File: src/rtl/ssps_pkg.sv
`timescale 1ns / 1ps
// ----------------------------------------------------------------------------
// ssps_pkg
// Shared types and constants for the sequence store with push, pop, dumps
// and linear search.
// ----------------------------------------------------------------------------
package ssps_pkg;

    localparam int DEPTH_DEF = 64;
    localparam int DATA_W    = 32;
    localparam int POS_W     = 7;
    localparam int ACT_W     = 3;
    localparam int STAT_W    = 3;

    typedef enum logic [ACT_W-1:0] {
        ACT_PUSH     = 3'd0,
        ACT_POP      = 3'd1,
        ACT_DUMP_FWD = 3'd2,
        ACT_DUMP_REV = 3'd3,
        ACT_SEARCH   = 3'd4
    } act_t;

    typedef enum logic [STAT_W-1:0] {
        STAT_DONE      = 3'd0,
        STAT_EMPTY     = 3'd1,
        STAT_FULL      = 3'd2,
        STAT_FOUND     = 3'd3,
        STAT_NOT_FOUND = 3'd4,
        STAT_LISTED    = 3'd5
    } status_t;

    typedef enum logic {
        S_IDLE = 1'b0,
        S_SCAN = 1'b1
    } state_t;

    // One result beat as it leaves the controller
    typedef struct packed {
        status_t                   status;
        logic signed [DATA_W-1:0]  value;
        logic        [POS_W-1:0]   pos;
        logic                      last;
    } res_t;

endpackage

File: src/rtl/sequence_store_push_pop_search.sv
`timescale 1ns / 1ps
// ----------------------------------------------------------------------------
// sequence_store_push_pop_search
// Bounded stack of signed 32-bit values with forward/reverse dump and
// linear search from the head, built around one synchronous element store.
// ----------------------------------------------------------------------------
// Push and pop: one result beat, registered in the cycle after the input beat.
// Dump of n elements: the scan state, the store read and the result register
// come before the first listed beat, then one per cycle as the output takes them.
// Search: one store read per cycle over the stored elements. The next input
// beat is taken once the item has finished. Reset clears the element count,
// the scan state and the output valid; store contents are not cleared.
module sequence_store_push_pop_search #(
    parameter int DEPTH = ssps_pkg::DEPTH_DEF
) (
    input  logic                               clk,
    input  logic                               rst_n,
    input  logic                               in_valid,
    output logic                               in_ready,
    input  logic [ssps_pkg::ACT_W-1:0]         action,
    input  logic signed [ssps_pkg::DATA_W-1:0] value,
    output logic                               out_valid,
    input  logic                               out_ready,
    output logic [ssps_pkg::STAT_W-1:0]        status,
    output logic signed [ssps_pkg::DATA_W-1:0] element_value,
    output logic [ssps_pkg::POS_W-1:0]         position,
    output logic                               last_flag
);

    localparam int AW = (DEPTH > 1) ? $clog2(DEPTH) : 1;
    localparam int CW = $clog2(DEPTH + 1);

    logic                         out_valid_reg, out_valid_next;
    ssps_pkg::res_t               res_reg;
    ssps_pkg::res_t               res;
    logic                         res_load;
    logic                         slot_free;
    logic                         wr_en;
    logic [AW-1:0]                wr_addr;
    logic [ssps_pkg::DATA_W-1:0]  wr_data;
    logic                         rd_en;
    logic [AW-1:0]                rd_addr;
    logic [ssps_pkg::DATA_W-1:0]  rd_data;

    assign slot_free = !out_valid_reg || out_ready;

    ssps_ctrl #(
        .DEPTH (DEPTH),
        .AW    (AW),
        .CW    (CW)
    ) u_ctrl (
        .clk       (clk),
        .rst_n     (rst_n),
        .in_valid  (in_valid),
        .in_ready  (in_ready),
        .action    (action),
        .value     (value),
        .slot_free (slot_free),
        .res_load  (res_load),
        .res       (res),
        .wr_en     (wr_en),
        .wr_addr   (wr_addr),
        .wr_data   (wr_data),
        .rd_en     (rd_en),
        .rd_addr   (rd_addr),
        .rd_data   (rd_data)
    );

    ssps_mem #(
        .DEPTH (DEPTH),
        .AW    (AW)
    ) u_mem (
        .clk     (clk),
        .wr_en   (wr_en),
        .wr_addr (wr_addr),
        .wr_data (wr_data),
        .rd_en   (rd_en),
        .rd_addr (rd_addr),
        .rd_data (rd_data)
    );

    // Output beat valid: set on load, drop when taken
    always_comb
    begin
        out_valid_next = out_valid_reg;
        if (res_load)
        begin
            out_valid_next = 1'b1;
        end
        else if (out_ready)
        begin
            out_valid_next = 1'b0;
        end
    end

    always_ff @(posedge clk or negedge rst_n)
    begin
        if (!rst_n)
        begin
            out_valid_reg <= 1'b0;
        end
        else
        begin
            out_valid_reg <= out_valid_next;
        end
    end

    // Hold the output payload until the beat is taken
    always_ff @(posedge clk)
    begin
        if (res_load)
        begin
            res_reg <= res;
        end
    end

    assign out_valid     = out_valid_reg;
    assign status        = res_reg.status;
    assign element_value = res_reg.value;
    assign position      = res_reg.pos;
    assign last_flag     = res_reg.last;

endmodule

File: src/rtl/ssps_mem.sv
`timescale 1ns / 1ps
// ----------------------------------------------------------------------------
// ssps_mem
// Element store: one write port, one read port, registered read data.
// ----------------------------------------------------------------------------
module ssps_mem #(
    parameter int DEPTH = ssps_pkg::DEPTH_DEF,
    parameter int AW    = (DEPTH > 1) ? $clog2(DEPTH) : 1
) (
    input  logic                        clk,
    input  logic                        wr_en,
    input  logic [AW-1:0]               wr_addr,
    input  logic [ssps_pkg::DATA_W-1:0] wr_data,
    input  logic                        rd_en,
    input  logic [AW-1:0]               rd_addr,
    output logic [ssps_pkg::DATA_W-1:0] rd_data
);

    logic [ssps_pkg::DATA_W-1:0] mem [DEPTH];
    logic [ssps_pkg::DATA_W-1:0] rd_data_reg;

    // Write port
    always_ff @(posedge clk)
    begin
        if (wr_en)
        begin
            mem[wr_addr] <= wr_data;
        end
    end

    // Read port: hold data between reads
    always_ff @(posedge clk)
    begin
        if (rd_en)
        begin
            rd_data_reg <= mem[rd_addr];
        end
    end

    assign rd_data = rd_data_reg;

endmodule

File: src/rtl/ssps_ctrl.sv
`timescale 1ns / 1ps
// ----------------------------------------------------------------------------
// ssps_ctrl
// Sequencer: executes push and pop on the count, walks the store one read
// per cycle for dumps and search unless held by a busy output slot, and produces result beats.
// ----------------------------------------------------------------------------
module ssps_ctrl #(
    parameter int DEPTH = ssps_pkg::DEPTH_DEF,
    parameter int AW    = (DEPTH > 1) ? $clog2(DEPTH) : 1,
    parameter int CW    = $clog2(DEPTH + 1)
) (
    input  logic                               clk,
    input  logic                               rst_n,
    input  logic                               in_valid,
    output logic                               in_ready,
    input  logic [ssps_pkg::ACT_W-1:0]         action,
    input  logic signed [ssps_pkg::DATA_W-1:0] value,
    input  logic                               slot_free,
    output logic                               res_load,
    output ssps_pkg::res_t                     res,
    output logic                               wr_en,
    output logic [AW-1:0]                      wr_addr,
    output logic [ssps_pkg::DATA_W-1:0]        wr_data,
    output logic                               rd_en,
    output logic [AW-1:0]                      rd_addr,
    input  logic [ssps_pkg::DATA_W-1:0]        rd_data
);

    localparam logic [CW-1:0] FULL_CNT = CW'(DEPTH);

    ssps_pkg::state_t                  state_reg, state_next;
    ssps_pkg::act_t                    op_reg, op_next;
    logic [ssps_pkg::DATA_W-1:0]       key_reg, key_next;
    logic [CW-1:0]                     count_reg, count_next;
    logic [CW-1:0]                     issue_reg, issue_next;
    logic                              pend_reg, pend_next;
    logic [ssps_pkg::POS_W-1:0]        pend_pos_reg, pend_pos_next;
    logic                              pend_last_reg, pend_last_next;

    logic                              accept;
    logic                              consume;
    logic                              finish;
    logic                              match;
    logic [CW-1:0]                     rev_idx;
    logic [AW-1:0]                     scan_addr;

    assign in_ready = (state_reg == ssps_pkg::S_IDLE) && slot_free;
    assign accept   = in_valid && in_ready;
    assign match    = (rd_data == key_reg);
    assign rev_idx  = count_reg - issue_reg - CW'(1);
    assign scan_addr = (op_reg == ssps_pkg::ACT_DUMP_REV) ? rev_idx[AW-1:0]
                                                          : issue_reg[AW-1:0];
    assign wr_addr  = count_reg[AW-1:0];
    assign wr_data  = value;
    assign rd_addr  = scan_addr;

    // State registers
    always_ff @(posedge clk or negedge rst_n)
    begin
        if (!rst_n)
        begin
            state_reg <= ssps_pkg::S_IDLE;
            count_reg <= '0;
            pend_reg  <= 1'b0;
        end
        else
        begin
            state_reg <= state_next;
            count_reg <= count_next;
            pend_reg  <= pend_next;
        end
    end

    // Scan payload registers
    always_ff @(posedge clk)
    begin
        op_reg        <= op_next;
        key_reg       <= key_next;
        issue_reg     <= issue_next;
        pend_pos_reg  <= pend_pos_next;
        pend_last_reg <= pend_last_next;
    end

    // Next state, memory requests and result beats
    always_comb
    begin
        state_next     = state_reg;
        op_next        = op_reg;
        key_next       = key_reg;
        count_next     = count_reg;
        issue_next     = issue_reg;
        pend_next      = pend_reg;
        pend_pos_next  = pend_pos_reg;
        pend_last_next = pend_last_reg;
        wr_en          = 1'b0;
        rd_en          = 1'b0;
        res_load       = 1'b0;
        res            = '0;
        res.last       = 1'b1;
        consume        = 1'b0;
        finish         = 1'b0;

        case (state_reg)
            ssps_pkg::S_IDLE:
            begin
                if (accept)
                begin
                    case (ssps_pkg::act_t'(action))
                        ssps_pkg::ACT_PUSH:
                        begin
                            res_load = 1'b1;
                            if (count_reg == FULL_CNT)
                            begin
                                res.status = ssps_pkg::STAT_FULL;
                            end
                            else
                            begin
                                wr_en      = 1'b1;
                                count_next = count_reg + CW'(1);
                                res.status = ssps_pkg::STAT_DONE;
                            end
                        end
                        ssps_pkg::ACT_POP:
                        begin
                            res_load = 1'b1;
                            if (count_reg == '0)
                            begin
                                res.status = ssps_pkg::STAT_EMPTY;
                            end
                            else
                            begin
                                count_next = count_reg - CW'(1);
                                res.status = ssps_pkg::STAT_DONE;
                            end
                        end
                        ssps_pkg::ACT_DUMP_FWD, ssps_pkg::ACT_DUMP_REV,
                        ssps_pkg::ACT_SEARCH:
                        begin
                            if (count_reg == '0)
                            begin
                                res_load   = 1'b1;
                                res.status = ssps_pkg::STAT_EMPTY;
                            end
                            else
                            begin
                                state_next = ssps_pkg::S_SCAN;
                                op_next    = ssps_pkg::act_t'(action);
                                key_next   = value;
                                issue_next = '0;
                                pend_next  = 1'b0;
                            end
                        end
                        default:
                        begin
                            // drop unused codes without a result
                        end
                    endcase
                end
            end
            ssps_pkg::S_SCAN:
            begin
                // Retire the element whose read data is back
                if (pend_reg)
                begin
                    if (op_reg == ssps_pkg::ACT_SEARCH)
                    begin
                        if (match || pend_last_reg)
                        begin
                            if (slot_free)
                            begin
                                consume  = 1'b1;
                                finish   = 1'b1;
                                res_load = 1'b1;
                                if (match)
                                begin
                                    res.status = ssps_pkg::STAT_FOUND;
                                    res.pos    = pend_pos_reg;
                                end
                                else
                                begin
                                    res.status = ssps_pkg::STAT_NOT_FOUND;
                                end
                            end
                        end
                        else
                        begin
                            consume = 1'b1;
                        end
                    end
                    else if (slot_free)
                    begin
                        consume    = 1'b1;
                        finish     = pend_last_reg;
                        res_load   = 1'b1;
                        res.status = ssps_pkg::STAT_LISTED;
                        res.value  = rd_data;
                        res.pos    = pend_pos_reg;
                        res.last   = pend_last_reg;
                    end
                end

                // Issue the next read while the pending slot empties
                if (finish)
                begin
                    state_next = ssps_pkg::S_IDLE;
                    pend_next  = 1'b0;
                end
                else if ((issue_reg < count_reg) && (!pend_reg || consume))
                begin
                    rd_en          = 1'b1;
                    issue_next     = issue_reg + CW'(1);
                    pend_next      = 1'b1;
                    pend_pos_next  = {{(ssps_pkg::POS_W - AW){1'b0}}, scan_addr}
                                     + ssps_pkg::POS_W'(1);
                    pend_last_next = ((issue_reg + CW'(1)) == count_reg);
                end
                else if (consume)
                begin
                    pend_next = 1'b0;
                end
            end
            default:
            begin
                state_next = ssps_pkg::S_IDLE;
            end
        endcase
    end

    // Checks
    a_count_bound: assert property (@(posedge clk) disable iff (!rst_n)
        count_reg <= FULL_CNT)
        else $error("element count above depth");

    a_read_in_scan: assert property (@(posedge clk) disable iff (!rst_n)
        rd_en |-> (state_reg == ssps_pkg::S_SCAN) && (issue_reg < count_reg))
        else $error("store read outside a scan");

    a_write_on_push: assert property (@(posedge clk) disable iff (!rst_n)
        wr_en |-> accept && (count_reg != FULL_CNT))
        else $error("store write without an accepted push");

    a_load_slot: assert property (@(posedge clk) disable iff (!rst_n)
        res_load |-> slot_free)
        else $error("result loaded into a busy output slot");

    a_count_stable_scan: assert property (@(posedge clk) disable iff (!rst_n)
        (state_reg == ssps_pkg::S_SCAN) |=> $stable(count_reg))
        else $error("element count changed during a scan");

endmodule

File: config.mk
export PLATFORM = sky130hd
export DESIGN_NAME = sequence_store_push_pop_search
export DESIGN_NICKNAME = d
export VERILOG_FILES = /design/src/rtl/ssps_pkg.sv /design/src/rtl/sequence_store_push_pop_search.sv /design/src/rtl/ssps_mem.sv /design/src/rtl/ssps_ctrl.sv
export SDC_FILE = /design/constraint.sdc
export NUM_CORES = 2
export LEC_CHECK = 0
export BUFFER_PORTS_ARGS = -buffer_cell sky130_fd_sc_hd__buf_2
export CORE_MARGIN = 5
export CORE_UTILIZATION = 36
export DETAILED_ROUTE_END_ITERATION = 8
export HOLD_SLACK_MARGIN = 0.05
export PLACE_DENSITY_LB_ADDON = 0.3
export RECOVER_POWER = 50
export SLEW_MARGIN = 20
export SYNTH_ARGS = -nofsm -noshare
export SYNTH_HDL_FRONTEND = slang
export SYNTH_SLANG_ARGS = --single-unit
File: constraint.sdc
create_clock -name clk -period 5.75 [get_ports clk]
set_input_delay 0.2875 -clock clk [delete_from_list [all_inputs] [get_ports clk]]
set_output_delay 0.2875 -clock clk [all_outputs]
set_load 0.005 [all_outputs]
==> metrics <==
total nets after synthesis=4713; antenna violations before repair=18; Largest register FFs=2048; Max-slew headroom=-147%; Worst-Skew Late Latency=roughly 0.89 ns; fraction of registers with async set/reset=0.458%; per-cell routed wire length=between 20 and 30 um; remaining antenna violation count after routing=0; result of the run=finished, violations left; combined global-route utilization of all metal layers=19.4%; required time of the critical path=6.31 ns; DIE WIDTH=495 um; final hold violations=0; total clock buffers created by CTS=between 200 and 250; leakage power of the design=0.0309 uW; Place WS=approximately 0.76 ns; number of register bits inferred by synthesis=2183; remaining routing DRC violations=0; Fill cells=20700; Worst Hold Class=in -> reg; buffer depth of the longest clock path=3; die area=245000 um^2; post-route clock period utilization=88.7%; pin count of the biggest net entering global routing=141; cell type with the highest aggregate area in the netlist=edfxtp_1; length of the first detailed-routing pass in iterations=5; global route overflow=0; clock root cell=clkbuf_16; design area=97500 um^2; number of port buffers=83; Max-cap violations=34; slowest library cell on the worst path=a21oi_4; worst vdd rail ir drop=0.000539 V; Crit Path Max Fanout=57; endpoint type of the worst setup path=flip-flop; effective utilization at floorplan=36.1%; Clk pin slew, worst setup/hold paths=approximately 0.060 ns; total wire length=243000 um; ratio of cells with drive above 1 in the final layout=18.9%; failing checks=max-capacitance violations, max-slew violations; number of global-route vias before repair=approximately 44000; TritonCTS clock tree=done; cells along the critical path=inv_1 > ha_1 > fa_1 > and4b_2 > a21oi_4 > inv_8 > buf_12 > buf_12 > mux4_2 > a22o_1 > a221oi_1 > a32oi_1 > and3_1; type of element launching the critical path=flip-flop; buffers inserted during post-CTS setup optimization=0; commonest non-fill, non-tap cell in the layout=edfxtp_1; total cell area at the placement stage=90500 um^2; synthesis warning total=0; number of I/O pins=84; average cell area after synthesis=18.2 um^2; number of nets at the end of the flow=4961; Die Height=495 um; number of H-tree branching levels=4; top achievable clock speed=a little under 200 MHz; kind of critical path=reg -> reg; cell seen most often among critical-path stages=buf_12; RSZ-0062 raised after global routing=no; sum of negative setup slack=0 ns; via count=about 46000; pin slew with the least headroom to its limit=3.70 ns; row count=about 180; top_reg_cell synth=edfxtp_1; number of sinks handled by clock tree synthesis=around 2200; area share of the leading cell type in the synthesized netlist=76.9%; sequential share of the synthesized area=between 70% and 80%; Placer Congestion=0.837; overall power after layout=48400 uW; main area contributors after synthesis=edfxtp_1 77%, mux4_2 8.3%, nand2_1 2.7%; area of the core=235000 um^2; estimated wirelength of the detail-placed design=135000 um; Worst path max stage delay=0.48 ns; post-synthesis to final-layout area growth=14.9%; count of flip-flops with a built-in enable after synthesis=2173; number of endpoints failing setup at the final stage=0; PnR worst setup slack=0.650 ns; Sequential cell area=65500 um^2; global-route wire length before repair=341000 um; combined area of all synthesized cells=84800 um^2; post-synthesis instance total=approximately 4700; count of final max-slew check failures=about 2200; register with the highest flop count=u_mem.mem; power per unit of standard cell area=496 nW/um^2; initial detailed-routing violation count=between 6000 and 7000; total area of multi-input combinational cells=18400 um^2; worst endpoint data arrival time=~5.7 ns; number of unique standard cell types used by synthesis=71; Buffers & Inverters on Critical Path=4; Max Clock Skew=0.0791 ns; final critical-path required period=5.10 ns; Via density=5.60; most frequent cells in the layout=2173 x edfxtp_1, 617 x nand2_1, 314 x mux4_2; crit-path leading delay family=compound AO/OA/AOI/OAI gates
cells in the mapped netlist, drive strengths merged, types with 59 or more instances:
master	instances
buf	113
a211oi	97
mux4	314
nand2	617
mux2i	87
nor2	87
a21oi	59
inv	66
a22oi	88
clkbuf	168
nand3	225
edfxtp	2173
stage by stage:
stage	util (%)	hold WS (ns)	std cells
6_report	41.5	0.335	8256
5_1_grt	41.5	0.300	8243
4_1_cts	41.5	0.0536	8241
3_5_place_dp	38.5	0.189	7819
3_3_place_gp	38.5	0.182	7817
2_1_floorplan	-	-0.00809	4653
worst reg2reg max path: stages (launching register included):
cell and delay [ns]:
edfxtp_1 0.45, inv_1 0.26, ha_1 0.27, fa_1 0.42, and4b_2 0.28, a21oi_4 0.48, inv_8 0.34, buf_12 0.39
buf_12 0.24, mux4_2 0.33, a22o_1 0.24, a221oi_1 0.46, a32oi_1 0.34, and3_1 0.30
what timing repair did:
action                    4_1_cts  5_1_grt
hold endpoints to repair       30       65
gates resized for setup         0        0
hold buffers                    9        1
per-layer routing:
layer | vias up | GRT usage, % | part of all wire (%)
li1 | 19200 | - | -
met4 | 4 | 6.00 | 3.1
met5 | - | 0 | 0.012
met1 | 24600 | 27.6 | 42
met3 | 329 | 3.47 | 8.0
met2 | 2075 | 30.4 | 47
worst paths after layout:
kind,start,end,slack (ns),depth (start not counted)
min,action[1],u_ctrl.op_reg[1]$_DFFE_PP_,0.34,2
min reg2reg,u_ctrl.pend_pos_reg[1]$_DFFE_PP_,position[1]$_SDFFCE_PN0P_,0.52,1
max in group asynchronous,rst_n,u_ctrl.pend_reg$_DFFE_PN0P_,4.84,3
max,u_ctrl.issue_reg[0]$_SDFFCE_PN0P_,u_mem.rd_data[5]$_DFFE_PP_,0.65,13
min in group asynchronous,rst_n,out_valid$_DFFE_PN0P_,0.53,3
max reg2reg,u_ctrl.issue_reg[0]$_SDFFCE_PN0P_,u_mem.rd_data[5]$_DFFE_PP_,0.65,13
where the power goes:
part	total (uW)	internal, uW	switching (uW)
Combinational	15700	5590	10100
Clock	13800	7640	6170
Sequential	18800	18200	604
Total	48400	31400	16900
logic make-up after synthesis:
| logic type | count (synthesis) | share of synthesized area, % |
|---|---|---|
| AOI/OAI and AO/OA | 560 | 5.08 |
| xor gates and xnor gates | 55 | 0.568 |
| adders and majority gates | 21 | 0.328 |
| buffers and inverters | 349 | 1.80 |
| DFF | 2183 | 77.2 |
| muxes | 403 | 9.39 |
| and+or+nand+nor | 1082 | 5.60 |
area by class of cell:
cell class / count / area share [%]
diodes: 14 / 0.0359
flip-flops and latches: 2183 / 67.2
well taps: 3150 / 4.04
clock buffers: 271 / 5.85
inverters: 68 / 0.277
repair buffers: 307 / 2.34
multi-input cells: 2121 / 18.9
clock inverters: 142 / 1.36
(Power assumes the default switching activity.)
